`src/design/pcgr_pkg.sv`:
```
// Shared types, constants and draw function for the PCG32 range generator.
`default_nettype none
package pcgr_pkg;

    localparam logic [63:0] LCG_MULT  = 64'd6364136223846793005;
    localparam logic [63:0] LCG_INC   = 64'd1442695040888963407;
    localparam logic [63:0] LCG_RESET = LCG_INC * LCG_MULT + LCG_INC;

    localparam int unsigned XSH_SHIFT   = 18;
    localparam int unsigned XSH_DROP    = 27;
    localparam int unsigned ROT_LSB     = 59;
    localparam int unsigned FRAC_DROP   = 11;
    localparam int unsigned DIV_STEPS   = 64;

    typedef enum logic [2:0] {
        REQ_RAW64  = 3'd0,
        REQ_RANGE  = 3'd1,
        REQ_CHANCE = 3'd2,
        REQ_REAL   = 3'd3,
        REQ_RESEED = 3'd4
    } req_kind_t;

    typedef enum logic [1:0] {
        PH_IDLE,
        PH_LO,
        PH_CROSS1,
        PH_CROSS2
    } lcg_phase_t;

    typedef enum logic [3:0] {
        S_IDLE,
        S_TGO,
        S_TWAIT,
        S_DRAW,
        S_DWAIT,
        S_CHECK,
        S_MGO,
        S_MWAIT,
        S_SEED,
        S_SADV,
        S_SWAIT,
        S_RESP
    } seq_state_t;

    typedef struct packed {
        logic advance;
        logic load;
    } lcg_cmd_t;

    function automatic logic [31:0] draw32(input logic [63:0] s);
        logic [63:0] mix;
        logic [31:0] x;
        logic [4:0]  r;
        logic [63:0] xx;
        mix = ((s >> XSH_SHIFT) ^ s) >> XSH_DROP;
        x   = mix[31:0];
        r   = s[63:59];
        xx  = {x, x} >> r;
        return xx[31:0];
    endfunction

endpackage
`default_nettype wire

```
`src/design/pcgr_if.sv`:
```
// Request and response channel interfaces for the PCG32 range generator.
`default_nettype none
interface pcgr_req_if;
    logic               valid;
    logic               ready;
    logic [2:0]         req_type;
    logic signed [31:0] range_min;
    logic signed [31:0] range_max;
    logic [31:0]        chance_n;

    modport source (output valid, output req_type, output range_min, output range_max,
                    output chance_n, input ready);
    modport sink (input valid, input req_type, input range_min, input range_max,
                  input chance_n, output ready);
endinterface

interface pcgr_rsp_if;
    logic               valid;
    logic               ready;
    logic [63:0]        random_bits;
    logic signed [31:0] range_value;
    logic               chance_hit;
    logic               bad_request;

    modport source (output valid, output random_bits, output range_value,
                    output chance_hit, output bad_request, input ready);
    modport sink (input valid, input random_bits, input range_value,
                  input chance_hit, input bad_request, output ready);
endinterface
`default_nettype wire

```
`src/design/pcgr_lcg.sv`:
```
// LCG state register with a shared 32x32 multiplier stepping the 64-bit advance.
`default_nettype none
module pcgr_lcg (
    input  wire logic              clk,
    input  wire logic              rst_n,
    input  wire pcgr_pkg::lcg_cmd_t cmd,
    input  wire logic [63:0]       seed,
    output logic [63:0]            state,
    output logic                   done
);

    pcgr_pkg::lcg_phase_t phase_reg, phase_next;
    logic [63:0] lcg_state_reg, lcg_state_next;
    logic [63:0] prod_reg, prod_next;
    logic [63:0] acc_reg, acc_next;
    logic [31:0] mul_a, mul_b;

    always_ff @(posedge clk or negedge rst_n)
    begin
        if (!rst_n)
        begin
            phase_reg     <= pcgr_pkg::PH_IDLE;
            lcg_state_reg <= pcgr_pkg::LCG_RESET;
        end
        else
        begin
            phase_reg     <= phase_next;
            lcg_state_reg <= lcg_state_next;
        end
    end

    always_ff @(posedge clk)
    begin
        prod_reg <= prod_next;
        acc_reg  <= acc_next;
    end

    always_comb
    begin
        phase_next     = phase_reg;
        lcg_state_next = lcg_state_reg;
        acc_next       = acc_reg;
        done           = 1'b0;
        mul_a          = lcg_state_reg[31:0];
        mul_b          = pcgr_pkg::LCG_MULT[31:0];
        case (phase_reg)
            pcgr_pkg::PH_IDLE:
            begin
                if (cmd.load)
                begin
                    lcg_state_next = pcgr_pkg::LCG_INC + seed;
                end
                else if (cmd.advance)
                begin
                    phase_next = pcgr_pkg::PH_LO;
                end
            end
            pcgr_pkg::PH_LO:
            begin
                mul_b      = pcgr_pkg::LCG_MULT[63:32];
                acc_next   = prod_reg + pcgr_pkg::LCG_INC;
                phase_next = pcgr_pkg::PH_CROSS1;
            end
            pcgr_pkg::PH_CROSS1:
            begin
                mul_a      = lcg_state_reg[63:32];
                acc_next   = {acc_reg[63:32] + prod_reg[31:0], acc_reg[31:0]};
                phase_next = pcgr_pkg::PH_CROSS2;
            end
            pcgr_pkg::PH_CROSS2:
            begin
                lcg_state_next = {acc_reg[63:32] + prod_reg[31:0], acc_reg[31:0]};
                phase_next     = pcgr_pkg::PH_IDLE;
                done           = 1'b1;
            end
            default:
            begin
                phase_next = pcgr_pkg::PH_IDLE;
            end
        endcase
        prod_next = mul_a * mul_b;
    end

    assign state = lcg_state_reg;

endmodule
`default_nettype wire

```
`src/design/pcgr_divider.sv`:
```
// Restoring remainder unit: 64-bit dividend by 33-bit divisor, one bit per cycle.
`default_nettype none
module pcgr_divider (
    input  wire logic        clk,
    input  wire logic        rst_n,
    input  wire logic        start,
    input  wire logic [63:0] dividend,
    input  wire logic [32:0] divisor,
    output logic [32:0]      remainder,
    output logic             done
);

    logic        running_reg, running_next;
    logic        done_reg, done_next;
    logic [5:0]  cnt_reg, cnt_next;
    logic [63:0] quot_reg, quot_next;
    logic [32:0] rem_reg, rem_next;
    logic [32:0] dvsr_reg, dvsr_next;
    logic [33:0] shifted;
    logic [33:0] diff;

    always_ff @(posedge clk or negedge rst_n)
    begin
        if (!rst_n)
        begin
            running_reg <= 1'b0;
            done_reg    <= 1'b0;
            cnt_reg     <= '0;
        end
        else
        begin
            running_reg <= running_next;
            done_reg    <= done_next;
            cnt_reg     <= cnt_next;
        end
    end

    always_ff @(posedge clk)
    begin
        quot_reg <= quot_next;
        rem_reg  <= rem_next;
        dvsr_reg <= dvsr_next;
    end

    always_comb
    begin
        running_next = running_reg;
        done_next    = 1'b0;
        cnt_next     = cnt_reg;
        quot_next    = quot_reg;
        rem_next     = rem_reg;
        dvsr_next    = dvsr_reg;
        shifted      = {rem_reg, quot_reg[63]};
        diff         = shifted - {1'b0, dvsr_reg};
        if (start)
        begin
            running_next = 1'b1;
            cnt_next     = '0;
            quot_next    = dividend;
            rem_next     = '0;
            dvsr_next    = divisor;
        end
        else if (running_reg)
        begin
            quot_next = {quot_reg[62:0], 1'b0};
            rem_next  = diff[33] ? shifted[32:0] : diff[32:0];
            cnt_next  = cnt_reg + 6'd1;
            if (cnt_reg == 6'(pcgr_pkg::DIV_STEPS - 1))
            begin
                running_next = 1'b0;
                done_next    = 1'b1;
            end
        end
    end

    assign remainder = rem_reg;
    assign done      = done_reg;

endmodule
`default_nettype wire

```
`src/design/pcg32_uniform_range_generator.sv`:
```
// Top level: request sequencer of the PCG32 uniform range generator.
//
//  channel | dir | handshake     | payload
//  req     | in  | valid/ready   | req_type, range_min, range_max, chance_n
//  rsp     | out | valid/ready   | random_bits, range_value, chance_hit, bad_request
//  cfg     | in  | cfg_we        | cfg_wdata (seed_value)
//
// One request at a time; req.ready is high only while the sequencer is idle.
// Raw and fraction requests take two LCG advances on the shared 32x32
// multiplier. Range and chance requests add two passes of the remainder
// unit, plus two advances per redraw. Reseed loads and advances once;
// errors respond at once. Reset loads the state seeded with zero at once.
// The result holds in its register until rsp.ready; no new request meanwhile.
`default_nettype none
module pcg32_uniform_range_generator (
    input  wire logic        clk,
    input  wire logic        rst_n,
    input  wire logic        cfg_we,
    input  wire logic [63:0] cfg_wdata,
    pcgr_req_if.sink         req,
    pcgr_rsp_if.source       rsp
);

    pcgr_pkg::seq_state_t state_reg, state_next;
    pcgr_pkg::req_kind_t  kind_reg, kind_next;
    logic [63:0] seed_value_reg;
    logic        half_reg, half_next;
    logic [32:0] span_reg, span_next;
    logic [32:0] thresh_reg, thresh_next;
    logic [31:0] min_reg, min_next;
    logic [63:0] draw_reg, draw_next;
    logic [63:0] bits_reg, bits_next;
    logic [31:0] rval_reg, rval_next;
    logic        hit_reg, hit_next;
    logic        bad_reg, bad_next;

    pcgr_pkg::lcg_cmd_t lcg_cmd;
    logic [63:0] lcg_state;
    logic        lcg_done;
    logic        div_start;
    logic [63:0] div_dividend;
    logic [32:0] div_rem;
    logic        div_done;
    logic [32:0] span_calc;

    pcgr_lcg u_lcg (
        .clk   (clk),
        .rst_n (rst_n),
        .cmd   (lcg_cmd),
        .seed  (seed_value_reg),
        .state (lcg_state),
        .done  (lcg_done)
    );

    pcgr_divider u_div (
        .clk       (clk),
        .rst_n     (rst_n),
        .start     (div_start),
        .dividend  (div_dividend),
        .divisor   (span_reg),
        .remainder (div_rem),
        .done      (div_done)
    );

    always_ff @(posedge clk or negedge rst_n)
    begin
        if (!rst_n)
        begin
            state_reg      <= pcgr_pkg::S_IDLE;
            seed_value_reg <= '0;
            half_reg       <= 1'b0;
        end
        else
        begin
            state_reg <= state_next;
            half_reg  <= half_next;
            if (cfg_we)
            begin
                seed_value_reg <= cfg_wdata;
            end
        end
    end

    always_ff @(posedge clk)
    begin
        kind_reg   <= kind_next;
        span_reg   <= span_next;
        thresh_reg <= thresh_next;
        min_reg    <= min_next;
        draw_reg   <= draw_next;
        bits_reg   <= bits_next;
        rval_reg   <= rval_next;
        hit_reg    <= hit_next;
        bad_reg    <= bad_next;
    end

    assign span_calc = {req.range_max[31], req.range_max}
                     - {req.range_min[31], req.range_min} + 33'd1;

    always_comb
    begin
        state_next      = state_reg;
        kind_next       = kind_reg;
        half_next       = half_reg;
        span_next       = span_reg;
        thresh_next     = thresh_reg;
        min_next        = min_reg;
        draw_next       = draw_reg;
        bits_next       = bits_reg;
        rval_next       = rval_reg;
        hit_next        = hit_reg;
        bad_next        = bad_reg;
        lcg_cmd.advance = 1'b0;
        lcg_cmd.load    = 1'b0;
        div_start       = 1'b0;
        div_dividend    = 64'd0 - {31'd0, span_reg};
        req.ready       = 1'b0;
        rsp.valid       = 1'b0;
        case (state_reg)
            pcgr_pkg::S_IDLE:
            begin
                req.ready = 1'b1;
                if (req.valid)
                begin
                    bits_next = '0;
                    rval_next = '0;
                    hit_next  = 1'b0;
                    bad_next  = 1'b0;
                    half_next = 1'b0;
                    min_next  = req.range_min;
                    case (req.req_type)
                        pcgr_pkg::REQ_RAW64, pcgr_pkg::REQ_REAL:
                        begin
                            kind_next  = pcgr_pkg::req_kind_t'(req.req_type);
                            state_next = pcgr_pkg::S_DRAW;
                        end
                        pcgr_pkg::REQ_RANGE:
                        begin
                            kind_next = pcgr_pkg::REQ_RANGE;
                            span_next = span_calc;
                            if (req.range_max < req.range_min)
                            begin
                                rval_next  = req.range_min;
                                bad_next   = 1'b1;
                                state_next = pcgr_pkg::S_RESP;
                            end
                            else
                            begin
                                state_next = pcgr_pkg::S_TGO;
                            end
                        end
                        pcgr_pkg::REQ_CHANCE:
                        begin
                            kind_next = pcgr_pkg::REQ_CHANCE;
                            span_next = {1'b0, req.chance_n};
                            if (req.chance_n == 32'd0)
                            begin
                                bad_next   = 1'b1;
                                state_next = pcgr_pkg::S_RESP;
                            end
                            else
                            begin
                                state_next = pcgr_pkg::S_TGO;
                            end
                        end
                        pcgr_pkg::REQ_RESEED:
                        begin
                            kind_next  = pcgr_pkg::REQ_RESEED;
                            state_next = pcgr_pkg::S_SEED;
                        end
                        default:
                        begin
                            bad_next   = 1'b1;
                            state_next = pcgr_pkg::S_RESP;
                        end
                    endcase
                end
            end
            pcgr_pkg::S_TGO:
            begin
                div_start  = 1'b1;
                state_next = pcgr_pkg::S_TWAIT;
            end
            pcgr_pkg::S_TWAIT:
            begin
                if (div_done)
                begin
                    thresh_next = div_rem;
                    state_next  = pcgr_pkg::S_DRAW;
                end
            end
            pcgr_pkg::S_DRAW:
            begin
                lcg_cmd.advance = 1'b1;
                draw_next       = {draw_reg[31:0], pcgr_pkg::draw32(lcg_state)};
                state_next      = pcgr_pkg::S_DWAIT;
            end
            pcgr_pkg::S_DWAIT:
            begin
                if (lcg_done)
                begin
                    half_next  = ~half_reg;
                    state_next = half_reg ? pcgr_pkg::S_CHECK : pcgr_pkg::S_DRAW;
                end
            end
            pcgr_pkg::S_CHECK:
            begin
                case (kind_reg)
                    pcgr_pkg::REQ_RAW64:
                    begin
                        bits_next  = draw_reg;
                        state_next = pcgr_pkg::S_RESP;
                    end
                    pcgr_pkg::REQ_REAL:
                    begin
                        bits_next  = draw_reg >> pcgr_pkg::FRAC_DROP;
                        state_next = pcgr_pkg::S_RESP;
                    end
                    default:
                    begin
                        if (draw_reg < {31'd0, thresh_reg})
                        begin
                            state_next = pcgr_pkg::S_DRAW;
                        end
                        else
                        begin
                            state_next = pcgr_pkg::S_MGO;
                        end
                    end
                endcase
            end
            pcgr_pkg::S_MGO:
            begin
                div_start    = 1'b1;
                div_dividend = draw_reg;
                state_next   = pcgr_pkg::S_MWAIT;
            end
            pcgr_pkg::S_MWAIT:
            begin
                if (div_done)
                begin
                    if (kind_reg == pcgr_pkg::REQ_RANGE)
                    begin
                        rval_next = min_reg + div_rem[31:0];
                    end
                    else
                    begin
                        hit_next = (div_rem == 33'd0);
                    end
                    state_next = pcgr_pkg::S_RESP;
                end
            end
            pcgr_pkg::S_SEED:
            begin
                lcg_cmd.load = 1'b1;
                state_next   = pcgr_pkg::S_SADV;
            end
            pcgr_pkg::S_SADV:
            begin
                lcg_cmd.advance = 1'b1;
                state_next      = pcgr_pkg::S_SWAIT;
            end
            pcgr_pkg::S_SWAIT:
            begin
                if (lcg_done)
                begin
                    state_next = pcgr_pkg::S_RESP;
                end
            end
            pcgr_pkg::S_RESP:
            begin
                rsp.valid = 1'b1;
                if (rsp.ready)
                begin
                    state_next = pcgr_pkg::S_IDLE;
                end
            end
            default:
            begin
                state_next = pcgr_pkg::S_IDLE;
            end
        endcase
    end

    assign rsp.random_bits = bits_reg;
    assign rsp.range_value = rval_reg;
    assign rsp.chance_hit  = hit_reg;
    assign rsp.bad_request = bad_reg;

endmodule
`default_nettype wire
```
`src/flat_wrapper.sv`:
```
// flat-port wrapper written by rule: the top's interface ports become plain ports
module pcg32_uniform_range_generator_flat 
  (clk, rst_n, cfg_we, cfg_wdata, req_valid, req_req_type, req_range_min, req_range_max, req_chance_n, req_ready, rsp_valid, rsp_random_bits, rsp_range_value, rsp_chance_hit, rsp_bad_request, rsp_ready);
  pcgr_req_if req_i ();
  pcgr_rsp_if rsp_i ();
  input  wire logic clk;
  input  wire logic rst_n;
  input  wire logic cfg_we;
  input  wire logic [63:0] cfg_wdata;
  input wire logic [$bits(req_i.valid)-1:0] req_valid;
  input wire logic [$bits(req_i.req_type)-1:0] req_req_type;
  input wire logic [$bits(req_i.range_min)-1:0] req_range_min;
  input wire logic [$bits(req_i.range_max)-1:0] req_range_max;
  input wire logic [$bits(req_i.chance_n)-1:0] req_chance_n;
  output wire logic [$bits(req_i.ready)-1:0] req_ready;
  output wire logic [$bits(rsp_i.valid)-1:0] rsp_valid;
  output wire logic [$bits(rsp_i.random_bits)-1:0] rsp_random_bits;
  output wire logic [$bits(rsp_i.range_value)-1:0] rsp_range_value;
  output wire logic [$bits(rsp_i.chance_hit)-1:0] rsp_chance_hit;
  output wire logic [$bits(rsp_i.bad_request)-1:0] rsp_bad_request;
  input wire logic [$bits(rsp_i.ready)-1:0] rsp_ready;
  assign req_i.valid = req_valid;
  assign req_i.req_type = req_req_type;
  assign req_i.range_min = req_range_min;
  assign req_i.range_max = req_range_max;
  assign req_i.chance_n = req_chance_n;
  assign req_ready = req_i.ready;
  assign rsp_valid = rsp_i.valid;
  assign rsp_random_bits = rsp_i.random_bits;
  assign rsp_range_value = rsp_i.range_value;
  assign rsp_chance_hit = rsp_i.chance_hit;
  assign rsp_bad_request = rsp_i.bad_request;
  assign rsp_i.ready = rsp_ready;
  pcg32_uniform_range_generator u_core (.clk(clk), .rst_n(rst_n), .cfg_we(cfg_we), .cfg_wdata(cfg_wdata), .req(req_i), .rsp(rsp_i));
endmodule
```
`config.mk`:
```
export PLATFORM = sky130hd
export DESIGN_NAME = pcg32_uniform_range_generator_flat
export DESIGN_NICKNAME = d
export VERILOG_FILES = /design/src/design/pcgr_pkg.sv /design/src/design/pcgr_if.sv /design/src/design/pcgr_lcg.sv /design/src/design/pcgr_divider.sv /design/src/design/pcg32_uniform_range_generator.sv /design/src/flat_wrapper.sv
export SDC_FILE = /design/constraint.sdc
export NUM_CORES = 2
export LEC_CHECK = 0
export BUFFER_PORTS_ARGS = -buffer_cell sky130_fd_sc_hd__buf_2
export CORE_ASPECT_RATIO = 1.1
export CORE_MARGIN = 1.5
export CORE_UTILIZATION = 65
export CTS_BUF_LIST = sky130_fd_sc_hd__clkbuf_4
export DETAILED_ROUTE_END_ITERATION = 16
export GPL_TIMING_DRIVEN = 1
export PLACE_DENSITY_LB_ADDON = 0.25
export SYNTH_ARGS = -nofsm -noshare
export SYNTH_HDL_FRONTEND = slang
export SYNTH_SLANG_ARGS = --single-unit
```
`constraint.sdc`:
```
create_clock -name clk -period 11.5 [get_ports clk]
set_clock_uncertainty 0.05 [all_clocks]
set_input_delay 0.575 -clock clk [delete_from_list [all_inputs] [get_ports clk]]
set_output_delay 0.575 -clock clk [all_outputs]
set_load 0.005 [all_outputs]
```
Word-level counts from Yosys, hierarchy flattened --
Cells that the tools add are included.
Storage, ports and cells: RAM bits 0, output and inout bits 100, bits in read-only memories 0, input port bits 168, flip-flop bits (word level) 664, latch bits 0, memories 0, word-level logic and storage cells 162
Cells by class: div/mod/pow operators 0, order comparisons 2, shifts and indexed selects 1, bitwise operators 3, multipliers 1, reduce and logical (&&, ||, !) cells 31, mux-type cells 59, add/sub/neg operators 9, eq/ne operators 33
Operators by type and width (count):
- one-hot mux 64 bit (2 select lines) | 4
- 2-to-1 mux 64 bit | 5
- 2-to-1 mux 32 bit | 6
- one-hot mux 33 bit (2 select lines) | 1
- adder 32 bit | 2
- adder 61 x 64 -> 64 bit (first input constant) | 1
- adder 64 x 61 -> 64 bit (second input constant) | 1
- < comparator 64 x 33 -> 1 bit | 1
- multiplier 32 x 32 -> 64 bit | 1
- one-hot mux 32 bit (2 select lines) | 1
- >> shifter 64 x 5 -> 32 bit | 1
- bitwise XOR 46 x 59 -> 59 bit | 1
- one-hot mux 4 bit (12 select lines) | 1
- 2-to-1 mux 4 bit | 9
- subtractor 1 x 33 -> 34 bit (first input constant) | 1
- subtractor 34 x 33 -> 34 bit | 1
- adder 33 x 1 -> 33 bit (second input constant) | 1
- logical NOT 33 bit | 1
- 2-to-1 mux 33 bit | 1
- subtractor 32 x 32 -> 33 bit | 1
- logical NOT 32 bit | 1
- < comparator 32 bit | 1
- 2-to-1 mux 29 bit | 1
- 2-to-1 mux 1 bit | 18
- other kinds (34) | 77

Logic depth before layout (Yosys ltp) --
depth after elaboration 6, depth in mapped cells 35, mapped depth without buffers 32

By module --
A second synthesis with hierarchy kept.
Unflattened totals: cell total of the unflattened synthesis 6335, area total of the unflattened synthesis 61848.1 µm²
Modules (own cells, without submodules):
- pcgr_lcg | area each 33818.7 µm², sequential area each 4888.4 µm², times used 1, cells an instance 3621
- pcg32_uniform_range_generator | area each 20522.2 µm², sequential area each 9624.2 µm², times used 1, cells an instance 2040
- pcgr_divider | area each 7507.2 µm², sequential area each 3773.6 µm², times used 1, cells an instance 674

Least setup slack after synthesis --
Ideal clock, no wire load.
path type register to register, from register u_core.u_lcg.phase_reg[0], to register u_core.u_lcg.prod_reg[58], required time 11.329 ns, stages on the path, launching flop included 32, period minus slack after synthesis 9.603 ns, slack 1.897 ns, path buffers 4, setup time 0.121 ns, arrival time 9.432 ns, path through dfrtp_1 -> inv_1 -> ha_1 -> buf_1 -> buf_1 -> clkbuf_1 -> mux2i_1 -> inv_1 -> fa_1 -> inv_1 -> fa_1 -> inv_1 -> fa_1 -> fa_1 -> fa_1 -> fa_1 -> fa_1 -> inv_1 -> fa_1 -> inv_1 -> ha_1 -> clkbuf_1 -> and3_1 -> and2_1 -> nand4_1 -> a211oi_1 -> a31oi_1 -> o41ai_1 -> a21oi_1 -> o21ai_1 -> a31oi_1 -> xnor2_1
On the way: longest elaborated chain between the ends 3, elaborated cells on any way between the ends 5, those cells by class mul (1); eq/ne (2); mux (2)
RTL lines:
- start: declaration | RTL line pcgr_lcg.sv:12 | pcgr_pkg::lcg_phase_t phase_reg, phase_next;
- start signal: assignment | RTL line pcgr_lcg.sv:22 | phase_reg <= pcgr_pkg::PH_IDLE;
- start signal: assignment | RTL line pcgr_lcg.sv:27 | phase_reg <= phase_next;
- equality test 2 bit / equality test 2 x 1 -> 1 bit (equally long branches) | RTL line pcgr_lcg.sv:46 | case (phase_reg)
- 2-to-1 mux 32 bit / 2-to-1 mux 29 bit (equally long branches) | RTL line pcgr_lcg.sv:46
- multiplier 32 x 32 -> 64 bit (*) | RTL line pcgr_lcg.sv:81 | prod_next = mul_a * mul_b;
- via u_core.u_lcg.prod_next[58] | RTL line pcgr_lcg.sv:14 | logic [63:0] prod_reg, prod_next;
- end signal: assignment | RTL line pcgr_lcg.sv:34 | prod_reg <= prod_next;
- end: declaration | RTL line pcgr_lcg.sv:14
The timed path passes the listed nets; every way through them passes the cells marked *. A chain may end at the register's enable or synchronous reset.

Final worst setup path --
from register u_core.u_lcg.phase_reg[0], to register u_core.u_lcg.prod_reg[57]
The elaborated chain is that of the path after synthesis.

==> summary.md <==
| Metric | Value |
|---|---|
| Status | finished clean |
| Worst path required time | 12,420 ps |
| Internal Power | roughly 3.8 mW |
| Worst skew pair latency | approximately 1100 ps |
| CP Class | reg -> reg |
| Main combinational cell family by area after synthesis | adder cells |
| Max_cap viols | 0 |
| Post-Synth Adder-Cell Area | 0.307 |
| Switch Pwr | 1.37 mW |
| Cell count after synthesis | ~6.2k |
| Post-Syn Area | 61,100 um^2 |
| Post-Synth XOR/XNOR Area | 0.0492 |
| Worst Path Buf+Inv | 8 |
| Slew HR | 0.187 |
| Post-synth EDFFs | 424 |
| Logic gate share of total power | 0.095 |
| Routing usage on met1 | 0.437 |
| Crit path top cell by count | fa_1 |
| Std-Cell Core Area | 92,800 um^2 |
| GR Overflow Total | 0 |
| Max incr delay on CP | 640 ps |
| PostCTS Resize Cnt | 0 |
| Global-route wire length before repair | 284,000 um |
| Unrepaired setup endpoints after global routing | false |
| Final setup viols | 0 |
| Post-synthesis sequential area ratio | 0.299 |
| RePlAce Congestion | 1.01 |
| H-tree depth | 4 |
| Hold Path Class | in -> reg |
| Fin. max-slew vios | 0 |
| Pre-antenna DRT Iters | 8 |
| Hpwl dp | ~140,000 um |
| Slew @ Worst Pin | 1190 ps |
| Fillers | roughly 6.9k |
| Largest net degree at the start of global routing | 92 |
| Arrival time worst endpoint | 10,990 ps |
| Top post-synthesis cells by area | edfxtp_1 (21%), fa_1 (18%), ha_1 (13%), inv_1 (5.8%), dfrtp_1 (4.8%) |
| Num CTS Buffers | 168 |
| Static Leakage | 32.4 nW |
| VDD IR max | about 76 uV |
| # IOs | 268 |
| Setup_tns | 0 ps |
| Clock Path Buffers | 3 |
| Power Density | 77.1 nW/um^2 |
| Yosys cell types | 99 |
| ANT nets after route | 0 |
| Die X | roughly 300 um |
| Final wirelength | 185,000 um |
| Most common cell after layout, fill and taps aside | inv_1 |
| Routed wire per std cell | around 23 um |
| Post-synthesis compound-gate area fraction | 0.123 |
| Drc violations | 0 |
| Reg clk slew, reported paths | roughly 70 ps |
| Clk root buf | clkbuf_4 |
| CP max stage cell | a2111oi_2 |
| Fraction of registers with async set or reset after synthesis | 0.215 |
| Initial Util | 0.658 |
| Setup crit start kind | flop |
| Die area | 95,800 um^2 |
| Final min period | 10,070 ps |
| Simple-Gate Fraction of Synth Area | 0.111 |
| Nets | 8,021 |
| Clock Power Share | 0.406 |
| Sink Count | ~660 |
| DR vias/cell | 6.12 |
| Final Hold Fails | 0 |
| Initial DRC Count | approximately 4.3k |
| Post CTS Setup Buffer Count | 0 |
| GRT Util Overall | 0.390 |
| Period utilization | 0.876 |
| Fraction of layout cells with a size suffix above 1 | 0.118 |
| Sw Share | 0.264 |
| Post-synth top area share | 0.208 |
| Die height | 325 um |
| Commonest cells after routing, fill and taps aside | inv_1 (935), ha_1 (615), fa_1 (551) |
| Grt peak-use layer | met2 |
| Port Buffers | approximately 270 |
| Multiplexer area fraction after synthesis | 0.0386 |
| Leading area contributor after synthesis | edfxtp_1 |
| Crit end category | flop |
| TritonCTS clock tree | built |
| Vias post-DR | roughly 49k |
| Yosys warning count | 0 |
| GR met2 Demand/Resource | 0.662 |
| Fmax | 0.0993 GHz |
| Critical path peak fanout | 28 |
| Met3 Track Usage GR | 0.0747 |
| Avg Cell Area, Syn | 9.79 um^2 |
| Vias in the first global route | 50.8k |
| Synth Register Bits | approximately 660 |
| Finished Layout Cells | 8,076 |
| Family with the most delay on the worst path | adder cells |
| Area grow syn2layout | 10.4% |
| Row count | 117 |
| Placed Cells | 7,627 |
| Initial antenna violation count | 3 |
| Flop pwr share | 0.499 |
| Primary FF master, synth | edfxtp_1 |
[synthesized netlist by cell type (16+ instances only)]
cell type,count
a211oi_1,42
a21o_1,103
clkbuf_1,178
dfxtp_1,97
and2_1,28
o21ai_0,306
fa_1,551
nand3_1,70
nor2b_1,49
o211ai_1,20
nor2_1,387
nand4_1,48
xor2_1,137
a31oi_1,45
a21oi_1,394
a22oi_1,21
dfstp_2,27
o21bai_1,40
nand2_1,550
buf_1,29
nand2b_1,41
o31ai_1,21
o21a_1,41
mux2_2,93
xnor2_1,206
nor4_1,48
and3_1,46
inv_1,936
dfrtp_1,116
nor3_1,82
a221o_1,33
mux2i_1,124
o22ai_1,33
edfxtp_1,424
ha_1,619
or3_1,32
or4_1,16
[tightest hold or removal path: cells and delay by family]
family | cells | cell delay (ps)
AOI/OAI and AO/OA | 1 | 70
buffers and inverters | 2 | 480
and+or+nand+nor | 1 | 130
[power by group through the flow]
| stage | sequential [mW] | clock (mW) | combinational, mW |
|---|---|---|---|
| after global placement | 2.64 | 0 | 0.434 |
| after global routing | 2.60 | 2.26 | 0.535 |
| final | 2.59 | 2.11 | 0.494 |
| after detailed placement | 2.64 | 0 | 0.439 |
| after CTS | 2.59 | 2.13 | 0.479 |
| after floorplan | 2.62 | 0 | 0.289 |
[per-stage QoR]
stage	util	total power, mW	hold WS, ps	setup slack [ps]	instance area, um^2
after global placement	0.688	3.08	411	1600	63900
after detailed placement	0.688	3.08	426	1470	63900
after CTS	0.727	5.20	65.8	1460	67500
final	0.727	5.20	176	1430	67500
after floorplan	-	2.91	229	1900	61100
after global routing	0.727	5.39	175	1100	67500
[path summary, 6_finish.rpt]
| kind | startpoint | cells past startpoint | slack (ps) | end |
|---|---|---|---|---|
| worst max register to register | u_core.u_lcg.phase_reg[0]$_DFFE_PN0P_ | 30 | 1430 | u_core.u_lcg.prod_reg[57]$_DFF_P_ |
| max in group asynchronous | rst_n | 4 | 9410 | u_core.u_lcg.state[24]$_DFFE_PN0P_ |
| worst min register to register | u_core.u_lcg.state[14]$_DFFE_PN1P_ | 2 | 440 | u_core.u_lcg.state[14]$_DFFE_PN1P_ |
| worst max-delay path | u_core.u_lcg.phase_reg[0]$_DFFE_PN0P_ | 30 | 1430 | u_core.u_lcg.prod_reg[57]$_DFF_P_ |
| min in group asynchronous | rst_n | 3 | 590 | u_core.u_lcg.state[22]$_DFFE_PN0P_ |
| worst min-delay path | cfg_we | 4 | 180 | u_core.seed_value_reg[1]$_DFFE_PN0P_ |
[cell type report]
| cell class | count | area, um^2 | share of cell area |
|---|---|---|---|
| multi-input cells | 4427 | 38600 | 0.572 |
| flip-flops and latches | 664 | 18300 | 0.271 |
| inverters | 945 | 3550 | 0.0526 |
| repair buffers | 477 | 3260 | 0.0483 |
| clock buffers | 246 | 1850 | 0.0274 |
| well taps | 1249 | 1560 | 0.0232 |
| clock inverters | 64 | 390 | 0.00579 |
| diodes | 4 | 10.0 | 0.000148 |
[layer usage]
metal	wire, um	vias up
li1	-	22200
met1	63900	23800
met2	91300	2531
met3	14800	882
met4	15400	2
met5	13	-
[repair_timing]
| item | 4_1_cts | 5_1_grt |
|---|---|---|
| hold buffers | 135 | 0 |
| endpoints found under the hold margin | 235 | 0 |
| endpoints found under the setup margin | 0 | 0 |
[cells by family (layout without fill, tap and decap cells)]
logic type      after synthesis  count (layout)
simple gates               1468            1468
mux                         220             220
xor+xnor                    343             343
other cells                   2              17
compound gates             1213            1213
fa+ha+maj                  1170            1170
buf+inv                    1159            1732
flops                       664             664
Note: power is estimated with default switching activity, not from simulation.
